`src/rtl/core/mimm_pkg.sv`:
```
// ----------------------------------------------------------------------------
// mimm_pkg: shared types and constants
// Widths, default stack depth and the divider control structs.
// ----------------------------------------------------------------------------
package mimm_pkg;

    localparam int VAL_W          = 31;   // field width of M, D, L, R, x
    localparam int STACK_DEPTH_DEF = 64;
    localparam int DIVD_W         = 64;   // dividend width of the shared divider
    localparam int CNT_W          = 7;    // holds 64

    typedef struct packed {
        logic start;
        logic long_mode;   // 64 quotient bits, else 33
    } div_req_t;

    typedef struct packed {
        logic busy;
        logic done;
    } div_rsp_t;

endpackage

```
`src/rtl/core/mimm_div.sv`:
```
// ----------------------------------------------------------------------------
// mimm_div: shared restoring divider
// One quotient bit per cycle; 33 steps in short mode, 64 in long mode.
// ----------------------------------------------------------------------------
module mimm_div import mimm_pkg::*; (
    input  logic              aclk,
    input  logic              aresetn,
    input  div_req_t          req,
    input  logic [DIVD_W-1:0] dividend,
    input  logic [VAL_W-1:0]  divisor,
    output div_rsp_t          rsp,
    output logic [DIVD_W-1:0] quotient,
    output logic [VAL_W-1:0]  remainder
);

    logic [VAL_W-1:0]  rem_reg, rem_next;
    logic [DIVD_W-1:0] sh_reg, sh_next;
    logic [VAL_W-1:0]  dv_reg, dv_next;
    logic [CNT_W-1:0]  cnt_reg, cnt_next;
    logic              busy_reg, busy_next;
    logic              done_reg, done_next;
    logic [VAL_W:0]    trial;
    logic [VAL_W:0]    diff;
    logic              ge;

    assign trial = {rem_reg, sh_reg[DIVD_W-1]};
    assign diff  = trial - {1'b0, dv_reg};
    assign ge    = (trial >= {1'b0, dv_reg});

    always_comb begin
        rem_next  = rem_reg;
        sh_next   = sh_reg;
        dv_next   = dv_reg;
        cnt_next  = cnt_reg;
        busy_next = busy_reg;
        done_next = 1'b0;
        if (req.start) begin
            rem_next  = '0;
            dv_next   = divisor;
            busy_next = 1'b1;
            if (req.long_mode) begin
                sh_next  = dividend;
                cnt_next = CNT_W'(DIVD_W);
            end else begin
                sh_next  = {dividend[32:0], 31'b0};
                cnt_next = CNT_W'(33);
            end
        end else if (busy_reg) begin
            rem_next = ge ? diff[VAL_W-1:0] : trial[VAL_W-1:0];
            sh_next  = {sh_reg[DIVD_W-2:0], ge};
            cnt_next = cnt_reg - CNT_W'(1);
            if (cnt_reg == CNT_W'(1)) begin
                busy_next = 1'b0;
                done_next = 1'b1;
            end
        end
    end

    always_ff @(posedge aclk) begin
        rem_reg <= rem_next;
        sh_reg  <= sh_next;
        dv_reg  <= dv_next;
        cnt_reg <= cnt_next;
        if (!aresetn) begin
            busy_reg <= 1'b0;
            done_reg <= 1'b0;
        end else begin
            busy_reg <= busy_next;
            done_reg <= done_next;
        end
    end

    assign rsp.busy  = busy_reg;
    assign rsp.done  = done_reg;
    assign quotient  = sh_reg;
    assign remainder = rem_reg;

endmodule

```
`config.mk`:
```
export PLATFORM = sky130hd
export DESIGN_NAME = mimm_div
export DESIGN_NICKNAME = d
export VERILOG_FILES = /design/src/rtl/core/mimm_pkg.sv /design/src/rtl/core/mimm_div.sv
export SDC_FILE = /design/constraint.sdc
export NUM_CORES = 1
export LEC_CHECK = 0
export BUFFER_PORTS_ARGS = -buffer_cell sky130_fd_sc_hd__buf_2
export CORE_MARGIN = 5
export CORE_UTILIZATION = 40
export DETAILED_ROUTE_END_ITERATION = 8
export SYNTH_ARGS = -nofsm -noshare
export SYNTH_HDL_FRONTEND = slang
export SYNTH_SLANG_ARGS = --single-unit
export TNS_END_PERCENT = 100
```
`constraint.sdc`:
```
create_clock -name aclk -period 6.5 [get_ports aclk]
set_clock_uncertainty 0.1 [all_clocks]
set_input_delay 0.325 -clock aclk [delete_from_list [all_inputs] [get_ports aclk]]
set_output_delay 0.325 -clock aclk [all_outputs]
set_load 0.03 [all_outputs]
```
# Yosys cells after proc, flatten, opt, wreduce, memory -nomap -nowiden
# Index checks and enable logic that the tools add are counted.
# classes
add_sub_neg	2
order_cmp	1
eq_ne	1
mux	11
bitwise_logic	2
n_reduce_logical	2
# ops
cell	count
$mux 64	3
$ge 32x31->1	1
$mux 31	1
$sub 31x31->31	1
$mux 7	3
$eq 7x1->1 const B	1
$sub 7x1->7 const B	1
$mux 1	4
$reduce_or 3->1	1
$not 1->1	2
$reduce_bool 2->1	1
# totals
register_bits	135
input_bits	99
out_inout_bits	97
wordCells	25

# Depth between registers and ports, before layout
# Gate-level depths: netlist of the first run.
# depth
ltp_word	4
mapped_depth	14
depth_no_buf	12

# Worst setup path before layout of the first run
# OpenSTA, ideal clock, no wires.
# synth_timing
kind	register -> register
start	register rem_reg[11], in the netlist remainder[11]
end	register rem_reg[25], in the netlist remainder[25]
setup_ps	122
t_arrival_ps	2811
t_required_ps	6278
setup_slack_ps	3466
path_stages_with_launch	11
path_buffers	0
period_less_slack_ps	3034
cell_sequence	dfxtp_1 ha_1 a21o_1 a21o_1 a21o_1 a311o_1 a31o_4 a221oi_4 mux2i_1 a21oi_2 a311o_1
# synth_via
elab_chain_len	2
elab_cells_between_ends	3
classes_between	add/sub: 1; order compare: 1; mux: 1
# synth_rtl
item	line_no	text
start, declared	mimm_div.sv:16	logic [VAL_W-1:0] rem_reg, rem_next;
start signal, assigned	mimm_div.sv:60	rem_reg <= rem_next;
$sub 31x31->31 / $ge 32x31->1 (equally long branches)	mimm_div.sv:27, mimm_div.sv:28	
$mux 31 (*)	mimm_div.sv:49	rem_next = ge ? diff[VAL_W-1:0] : trial[VAL_W-1:0];
# Every way passes the cells marked *; elsewhere a longest branch is shown, timed or not.
# A chain may end at the register's enable or synchronous reset.

# Final worst setup path of the first run
# layout_timing
start	register sh_reg[63], in the netlist quotient[63]
end	register rem_reg[2], in the netlist remainder[2]
# layout_via
elab_chain_len	2
elab_cells_between_ends	3
classes_between	add/sub: 1; order compare: 1; mux: 1
# layout_rtl
item	line_no	text
start, declared	mimm_div.sv:17	logic [DIVD_W-1:0] sh_reg, sh_next;
start signal, assigned	mimm_div.sv:61	sh_reg <= sh_next;
$sub 31x31->31 / $ge 32x31->1 (equally long branches)	mimm_div.sv:27, mimm_div.sv:28	
$mux 31 (*)	mimm_div.sv:49	
# Marks and branches as above.

==> results of run 1 <==
[area by class of cell]
cell class                 instances  area [sq um]
fill                            1753          9080
sequential                       135          3720
multi-input combinational        482          3360
timing repair buffer             232          1330
clock buffer                      17           425
tap                              234           293
inverter                          43           161
clock inverter                    15           144
[stage by stage]
stage	setup WS (ns)	utilization, %	cells
2_1_floorplan	3.47	-	697
3_3_place_gp	3.31	46.2	1095
4_1_cts	3.23	50.9	1157
6_report	3.27	51.0	1158
3_5_place_dp	3.26	46.2	1095
5_1_grt	2.98	51.0	1158
[routing by layer]
metal	wire length [microns]	part of all wire, %	up-vias	global-route usage [%]
met5	0	0	-	0
met4	200	0.99	0	4.66
met3	1790	8.8	17	7.91
met2	9510	47	209	30.8
met1	8740	43	2841	22.9
li1	-	-	3010	-
[cells by family (layout without fill, tap and decap cells)]
kind of cell / after synthesis / count (layout) / share of synthesized area (%)
fa+ha+maj: 34 / 34 / 5.80
buf+inv: 80 / 307 / 5.11
xor+xnor: 30 / 30 / 3.52
mux: 48 / 48 / 6.47
compound gates: 202 / 202 / 19.2
flops: 135 / 135 / 49.9
simple gates: 168 / 168 / 9.96
[power by group]
| group | leakage [nW] | internal [W] | switching, W |
|---|---|---|---|
| Clock | 0.282 | 0.000536 | 0.000408 |
| Sequential | 1.30 | 0.00103 | 0.0000548 |
| Combinational | 2.61 | 0.000234 | 0.000394 |
| Total | 4.19 | 0.00180 | 0.000857 |
[cell usage after synthesis, drive strengths merged (2+ instances only)]
cell	number
edfxtp	102
nor2	83
a21oi	71
mux2i	46
nand2	45
inv	42
a22o	34
dfxtp	33
ha	33
clkbuf	30
o21ai	23
a211oi	19
xnor2	16
a21o	15
xor2	14
nand3	8
buf	7
nor3	7
o211ai	5
a311oi	4
a31oi	4
and3	4
nand4	4
nor2b	4
o21bai	4
a21boi	3
a221oi	3
and4	3
o21a	3
o221ai	3
a311o	2
a31o	2
mux2	2
nand3b	2
o2111ai	2
or3	2
[layout by cell type, fill, tap and decap left out, types with 4 or more instances in the layout]
master,n
buf_2,194
edfxtp_1,102
nor2_1,82
a21oi_1,69
mux2i_1,46
nand2_1,44
inv_1,41
a22o_1,34
ha_1,33
dfxtp_1,33
dlygate4sd3_1,31
a211oi_1,17
clkbuf_16,17
xnor2_1,16
xor2_1,14
a21o_1,13
o21ai_0,12
o21ai_1,9
nand3_1,8
nor3_1,7
buf_4,7
inv_6,5
nor2b_1,4
nand4_1,4
a31oi_1,4
o21bai_1,4
o211ai_1,4
a311oi_1,4
clkinv_4,4
[timing repair]
item	in CTS	in global routing
hold buffers	30	1
endpoints found under the hold margin	30	1
setup endpoints to repair	0	0
[worst reg2reg max path, stage by stage, from the launching register on]
cell      delay, ns
edfxtp_1       0.36
inv_1          0.05
ha_1           0.21
fa_1           0.41
nor2b_1        0.17
o31a_1         0.25
o211ai_2       0.13
a21boi_2       0.26
o311ai_4       0.16
nand2_4        0.44
mux2_1         0.39
a22o_1         0.19
[worst max-delay path by stage]
stage	startpoint	end	slack (ns)	cells past startpoint
6_report	quotient[63]	remainder[2]	3.27	11
2_1_floorplan	remainder[11]	remainder[25]	3.47	10
5_1_grt	quotient[63]	remainder[25]	2.98	12
4_1_cts	quotient[63]	remainder[25]	3.23	12
3_5_place_dp	quotient[63]	remainder[2]	3.26	11
3_3_place_gp	quotient[63]	remainder[24]	3.31	11
==> impl_metrics.py, run 1 <==
metrics = {
    "outcome": {
        "status": "completed",
    },
    "synthesis": {
        "synth_cells": 697,
        "yosysWarnings": 0,
        "ys_seq_area_share_pct": 49.9,
        "syn_avg_cell_area_sq_um": 10.7,
        "synthTopCellsByArea": "edfxtp_1 (41%), dfxtp_1 (8.9%), mux2i_1 (6.2%)",
        "synthesis.area_sq_um": 7460,
        "async_flop_share_pct": 0,
        "ys_types": 65,
        "synth_top_area_share_pct": 41.1,
        "ys_ff_latch": 135,
        "syn_nets": 830,
        "synth_edf_count": 102,
        "yosys_most_used_dff": "edfxtp_1",
        "yosysTopAreaCell": "edfxtp_1",
    },
    "sta": {
        "final-setup-viol-count": 0,
        "finalCritPeriodShare_pct": 49.7,
        "rsz0062_at_grt": "no",
        "timing.fmax_mhz": 309,
        "period_minus_slack_ns": 3.23,
        "slew_headroom_pct": 48.3,
        "worstMarginPinSlew_ns": 0.775,
        "drv_slew": 0,
        "holdWs_ns": 0.0602,
        "setup-tns-final_ns": 0,
        "finalHoldViolations": 0,
    },
    "clock_tree": {
        "h-tree-depth": 4,
        "clock_latency_ns": 0.42,
        "clock-sinks": 135,
        "cts-root-buf": "clkbuf_16",
        "cts_buffers": 17,
        "ctsResizeCount": 0,
        "max-clock-path-buffers": 2,
        "clk_pin_slew_ns": 0.06,
        "post_cts_buffers": 0,
        "cts_tree": "yes",
    },
    "power": {
        "leakage_nw": 4.19,
        "ir_drop_mv": 0.164,
        "power_density_nw_per_um2": 281,
        "total_power_w": 0.00265,
    },
    "layout": {
        "final_cell_area_sq_um": 9440,
        "drive_above_1_share_pct": 27.7,
        "nets": 1044,
        "largest_register_ff_count": 64,
        "diodes": 0,
        "area_delta_synth_final_pct": 26.5,
    },
    "setup_path": {
        "worstPathCellList": "inv_1 > ha_1 > fa_1 > nor2b_1 > o31a_1 > o211ai_2 > a21boi_2 > o311ai_4 > nand2_4 > mux2_1 > a22o_1",
        "cp_num_buf_inv": 1,
        "cp-start-kind": "flip-flop",
        "slowest_delay_ns": 0.44,
        "reg2reg_slack_ns": 3.27,
        "required_ns": 6.71,
        "cp_top_family": "compound AO/OA/AOI/OAI gates",
        "cp_slowest_cell": "nand2_4",
        "critPathKind": "reg2reg",
        "worstPathArrival_ns": 3.44,
        "worstRegToRegCells": 11,
        "worstPathMaxFanout": 42,
        "worstReg2RegStart": "quotient[63]",
        "rr_endpoint": "remainder[2]",
        "worstSetupEndpointType": "flip-flop",
    },
    "floorplan": {
        "start_util_pct": 40.3,
        "die_y_microns": 147,
        "num_rows": 50,
        "die_w_microns": 147,
        "core_area_sq_um": 18500,
        "die_area_sq_um": 21500,
        "ios": 196,
    },
    "global_route": {
        "grt_pass1_wl_microns": 32300,
        "grt_max_degree": 70,
        "grt-ovfl-total": 0,
        "grt_use_total_pct": 18.7,
        "antenna_found_initial": 0,
        "grt_pass1_vias": 6225,
    },
    "detailed_routing": {
        "ant_nets": 0,
        "via_count": 6077,
        "wl_per_cell_microns": 17.5,
        "drt-pass1-iter-count": 4,
        "drc": 0,
        "via_per_inst": 5.25,
        "drt-total-wl_microns": 20200,
        "drt-initial-drc-count": 244,
    },
    "placement": {
        "place_area_sq_um": 8560,
        "dp_hpwl_microns": 14600,
        "io_buffers": 195,
        "place_congestion": 0.843,
    },
    "hold_path": {
        "hold_end": "busy_reg",
        "worstHoldPathCells": 3,
        "hp-start": "aresetn",
        "holdCritPathClass": "in2reg",
    },
    "flow_run": {
        "cap_violations": 0,
    },
}
Power figures use the tool's default switching activity.
==> inputs of run 2 (changes only) <==
Settings changed: ABC_AREA set to 1.
Clock period 6.5 ns to 2.7 ns, I/O delays scaled along.
==> run 2 against run 1 <==
Via count increased by 34%. Flip-flop and latch count did not move. Clock power grew to 2.5 times the previous value. Combinational power up 75%.
==> impl_metrics.py, run 2 <==
metrics = {
    "synthesis": {
        "synth_cells": 1128,
        "yosys_most_used_dff": "edfxtp_1",
        "synth_common_cells": "nand2_1 (415), inv_1 (219), edfxtp_1 (102)",
        "ys_types": 37,
        "synth_edf_count": 102,
        "yosysWarnings": 0,
        "yosysMostFrequentCell": "nand2_1",
        "yosysTopAreaCell": "edfxtp_1",
        "syn_nets": 1261,
        "synth_top_area_share_pct": 36.5,
        "synthTopCellsByArea": "edfxtp_1 (36%), nand2_1 (19%), inv_1 (9.8%)",
        "ys_ff_latch": 135,
        "ys_seq_area_share_pct": 44.4,
        "async_flop_share_pct": 0,
        "syn_avg_cell_area_sq_um": 7.44,
        "synthesis.area_sq_um": 8390,
    },
    "outcome": {
        "status": "completed",
    },
    "layout": {
        "nets": 1567,
        "finalNonFillerCells": 1722,
        "final_common_cell": "nand2_1",
        "regArea_sq_um": 3720,
        "largest_register_ff_count": 64,
        "fill_cells": 1935,
        "mostFrequentLayoutCells": "nand2_1 (415), inv_1 (218), buf_2 (195)",
        "area_delta_synth_final_pct": 35.7,
        "multi_input_area_sq_um": 3670,
        "diodes": 0,
        "drive_above_1_share_pct": 17.8,
    },
    "sta": {
        "final-setup-viol-count": 0,
        "finalCritPeriodShare_pct": 90.4,
        "holdWs_ns": 0.00897,
        "rsz0062_at_grt": "yes",
        "finalHoldViolations": 0,
        "period_minus_slack_ns": 2.44,
        "setup-tns-final_ns": 0,
        "slew_headroom_pct": 47.9,
        "worstMarginPinSlew_ns": 0.782,
        "drv_slew": 0,
        "timing.fmax_mhz": 410,
    },
    "detailed_routing": {
        "drt-pass1-iter-count": 5,
        "via_count": 8164,
        "wl_per_cell_microns": 15.0,
        "via_per_inst": 4.74,
        "ant_nets": 0,
        "drt-total-wl_microns": 25800,
        "drc": 0,
        "drt-initial-drc-count": 511,
    },
    "floorplan": {
        "ios": 196,
        "die_area_sq_um": 24000,
        "start_util_pct": 40.3,
        "die_y_microns": 155,
        "num_rows": 53,
        "core_area_sq_um": 20800,
        "die_w_microns": 155,
    },
    "global_route": {
        "grt_pass1_vias": 8478,
        "grt_max_degree": 82,
        "antenna_found_initial": 0,
        "grt_use_total_pct": 22.0,
        "grt_pass1_wl_microns": 42300,
        "grt-ovfl-total": 0,
    },
    "power": {
        "leakage_nw": 5.92,
        "ir_drop_mv": 0.397,
        "power_density_nw_per_um2": 526,
    },
    "placement": {
        "dp_hpwl_microns": 18300,
        "io_buffers": 195,
        "place_congestion": 0.942,
        "dp_cells": 1574,
    },
    "clock_tree": {
        "clk_pin_slew_ns": 0.06,
        "cts_buffers": 17,
        "cts-root-buf": "clkbuf_16",
        "clock-sinks": 135,
        "post_cts_buffers": 0,
        "clock_latency_ns": 0.44,
        "h-tree-depth": 4,
        "cts_tree": "yes",
        "max-clock-path-buffers": 2,
    },
    "setup_path": {
        "cp-start-kind": "flip-flop",
        "worstSetupEndpointType": "flip-flop",
        "critPathKind": "reg2reg",
        "worstPathArrival_ns": 2.68,
        "required_ns": 2.94,
        "worstPathMaxFanout": 31,
    },
    "hold_path": {
        "holdCritPathClass": "in2reg",
    },
    "flow_run": {
        "cap_violations": 0,
    },
}
[run 2: cell types whose count changed after synthesis, moves of 22 or more]
| cell | delta |
|---|---|
| a21oi_1 | -49 |
| nand2_1 | +371 |
| inv_1 | +177 |
| nor2_1 | -43 |
| nand3_1 | +69 |
| a22o_1 | -34 |
| o21ai_0 | +22 |
| o211ai_1 | +27 |
| mux2i_1 | -46 |
[run 2: path summary, 6_finish.rpt]
check        cells past startpoint            end  slack [ns]     startpoint
min reg2reg                      2  remainder[18]        0.38  remainder[18]
max reg2reg                     15  remainder[26]        0.26   quotient[63]
min                              3   quotient[31]       0.009   dividend[31]
max                             15  remainder[26]        0.26   quotient[63]
[run 2: logic make-up after synthesis]
logic type | synth area share, %
flip-flops | 44.4
AO/OA/AOI/OAI | 7.30
buffers and inverters | 12.1
AND/OR/NAND/NOR | 29.3
XOR/XNOR | 1.77
adder cells (fa/ha/maj) | 5.16
[run 2: layout make-up]
class | instances | area share, %
Multi-Input combinational cell | 737 | 32.2
Tap cell | 275 | 3.02
Timing Repair Buffer | 322 | 19.6
Clock buffer | 17 | 3.74
Sequential cell | 135 | 32.7
Clock inverter | 15 | 1.42
Inverter | 221 | 7.28
[run 2: repair_timing]
action,CTS,global route
resized for setup,0,2
setup endpoints to repair,0,31
endpoints found under the hold margin,96,0
hold buffers,116,0
[run 2: report_power, final]
| group | internal, W | switching [W] |
|---|---|---|
| Sequential | 0.00244 | 0.0000944 |
| Clock | 0.00131 | 0.00105 |
| Combinational | 0.000420 | 0.000680 |
[run 2: critical path, cell delays in order, from the launching register on]
cell,delay (ns)
edfxtp_1,0.34
inv_1,0.06
ha_1,0.22
fa_1,0.41
inv_1,0.10
nand2_1,0.06
nand2_1,0.07
nand3_1,0.08
nand2_2,0.12
nand2_1,0.09
nand3_2,0.09
nand2_4,0.11
nand2_8,0.22
nand3_1,0.13
nand2_1,0.08
nand2_1,0.04
[run 2: metrics by stage]
stage                     instance area, sq um  utilization (%)  total power (W)  setup slack (ns)
after detailed placement                  9630             46.2          0.00351             0.134
after floorplan                           8390                -          0.00317             0.284
final                                    11400             54.7          0.00599             0.259
after global routing                     11400             54.7          0.00626          -0.00974
after CTS                                11400             54.6          0.00604             0.120
after global placement                    9630             46.2          0.00351             0.243
[run 2: per-layer routing]
layer / global-route usage [%] / part of all wire [%] / vias up
met5: 0 / 0 / -
met4: 8.03 / 2.6 / 0
met2: 37.5 / 47 / 270
met3: 6.65 / 7.6 / 50
li1: - / - / 4169
met1: 26.3 / 42 / 3675
==> inputs of run 3 (changes only) <==
Settings changed: PLACE_DENSITY set to 0.72.
Clock period 2.7 ns to 2 ns, I/O delays scaled along.
==> run 3 against run 2 <==
Setup slack got worse by 0.45 ns. The flow now finishes with violations (negative setup slack). Sequential share of layout area fell by 3.0 points. Largest power group unchanged. Highest routed layer unchanged. Cell area rose by 10%.
==> impl_metrics.py, run 3 (synthesized netlist as in run 2, its figures left out) <==
metrics = {
    "sta": {
        "finalCritPeriodShare_pct": 110,
        "worstMarginPinSlew_ns": 0.394,
        "rsz0062_at_grt": "yes",
        "holdWs_ns": 0.102,
        "finalWorstSetupSlack_ns": -0.191,
        "finalHoldViolations": 0,
        "drv_slew": 0,
        "timing.fmax_mhz": 456,
        "period_minus_slack_ns": 2.19,
        "final-setup-viol-count": 32,
        "slew_headroom_pct": 73.7,
    },
    "floorplan": {
        "num_rows": 53,
        "die_area_sq_um": 24000,
        "die_y_microns": 155,
        "core_area_sq_um": 20800,
        "ios": 196,
        "die_w_microns": 155,
        "start_util_pct": 40.3,
    },
    "setup_path": {
        "critPathKind": "reg2reg",
        "reg2reg_slack_ns": -0.19,
        "worstPathMaxFanout": 14,
        "crit_end": "remainder[22]",
        "cp-start-kind": "flip-flop",
        "worstReg2RegStart": "quotient[63]",
        "cp-startpoint": "quotient[63]",
        "worstPathArrival_ns": 2.40,
        "worstSetupEndpointType": "flip-flop",
        "required_ns": 2.21,
        "rr_endpoint": "remainder[22]",
        "worstRegToRegCells": 16,
    },
    "layout": {
        "nets": 1669,
        "mostFrequentLayoutCells": "nand2_1 (399), inv_1 (216), buf_2 (195)",
        "regArea_sq_um": 3720,
        "multi_input_area_sq_um": 3980,
        "drive_above_1_share_pct": 28.1,
        "largest_register_ff_count": 64,
        "finalCoreUtilization_pct": 60.2,
        "fill_cells": 1805,
        "final_common_cell": "nand2_1",
        "final_cell_area_sq_um": 12500,
        "diodes": 0,
        "area_delta_synth_final_pct": 49.4,
    },
    "clock_tree": {
        "clock_latency_ns": 0.43,
        "h-tree-depth": 4,
        "cts-root-buf": "clkbuf_16",
        "clk_pin_slew_ns": 0.08,
        "clock-sinks": 135,
        "cts_buffers": 17,
        "cts_tree": "yes",
        "max-clock-path-buffers": 2,
    },
    "global_route": {
        "grt-ovfl-total": 0,
        "grt_pass1_vias": 9240,
        "grt_pass1_wl_microns": 45400,
        "antenna_found_initial": 0,
        "grt_max_degree": 69,
        "grt_use_total_pct": 23.4,
    },
    "detailed_routing": {
        "via_count": 9022,
        "drt-pass1-iter-count": 7,
        "wl_per_cell_microns": 15.5,
        "drt-initial-drc-count": 779,
        "drc": 0,
        "ant_nets": 0,
        "via_per_inst": 4.95,
        "drt-total-wl_microns": 28300,
    },
    "placement": {
        "io_buffers": 195,
        "place_congestion": 0.940,
        "place_area_sq_um": 10600,
        "dp_hpwl_microns": 19600,
    },
    "outcome": {
        "violations": "negative setup slack",
        "status": "complete, but fails checks",
    },
    "power": {
        "ir_drop_mv": 0.539,
        "leakage_nw": 6.54,
        "power_density_nw_per_um2": 677,
        "total_power_w": 0.00849,
    },
    "hold_path": {
        "holdCritPathClass": "in2reg",
    },
    "flow_run": {
        "cap_violations": 0,
    },
}
run 3: cell types whose count changed in the layout (fill, tap and decap cells not counted), sizes merged:
| cell | previous run | this run |
|---|---|---|
| dlygate4sd3 | 116 | 97 |
| bufinv | 1 | 3 |
| clkbuf | 17 | 18 |
| buf | 206 | 327 |
| clkinvlp | 1 | 2 |
| clkinv | 6 | 2 |
run 3: metal layers:
metal	vias up	wire, microns	track usage, %
met1	4086	10900	27.8
met5	-	0	0
li1	4374	-	-
met4	0	848	9.38
met3	65	2650	5.45
met2	497	13900	40.8
run 3: cell type report:
| type | count | share of cell area (%) |
|---|---|---|
| repair buffers | 424 | 24.3 |
| inverters | 221 | 6.62 |
| clock inverters | 14 | 1.51 |
| flip-flops and latches | 135 | 29.7 |
| multi-input cells | 737 | 31.7 |
| clock buffers | 18 | 3.42 |
| well taps | 275 | 2.74 |
run 3: worst min path at each step:
stage	from	to	slack, ns	cells after the start
after global routing	req[0]	quotient[0]	0.13	3
after global placement	divisor[26]	dv_reg[26]	0.18	1
after CTS	dividend[3]	quotient[34]	0.07	3
final	req[0]	quotient[0]	0.10	3
after detailed placement	divisor[7]	dv_reg[7]	0.18	1
after floorplan	divisor[0]	dv_reg[0]	0.1	0
run 3: report_power, final:
| part | internal (W) | leakage (nW) | switching (W) | total, W |
|---|---|---|---|---|
| clock network | 0.00201 | 0.297 | 0.00141 | 0.00342 |
| registers | 0.00329 | 1.31 | 0.000139 | 0.00343 |
| logic | 0.000651 | 4.93 | 0.000990 | 0.00164 |
run 3: per-stage QoR:
step	instances	setup TNS [ns]	setup WS, ns
3_3_place_gp	1685	-3.00	-0.125
5_1_grt	1824	-9.58	-0.342
4_1_cts	1822	-4.39	-0.168
6_report	1824	-4.94	-0.191
3_5_place_dp	1685	-5.27	-0.203
2_1_floorplan	1128	-7.74	-0.261
run 3: repair_timing:
item                       4_1_cts  5_1_grt
hold endpoints to repair        96        0
cloned                           0        0
pin swaps                        3        3
setup endpoints to repair       32       33
hold buffers                    97        0
setup buffers                    8        2
resized for setup               24       28
run 3: worst max-delay path: stages (launching register included):
cell and delay, ns:
edfxtp_1 0.37, inv_2 0.06, ha_4 0.16, fa_2 0.35
inv_2 0.07, nand2_1 0.04, nand2_1 0.09, nand3_2 0.07
nand2_2 0.08, nand2_2 0.06, nand3_2 0.07, nand2_4 0.08
nand2_8 0.10, buf_12 0.15, nand2_1 0.06, nand3_1 0.07
nand2_1 0.06
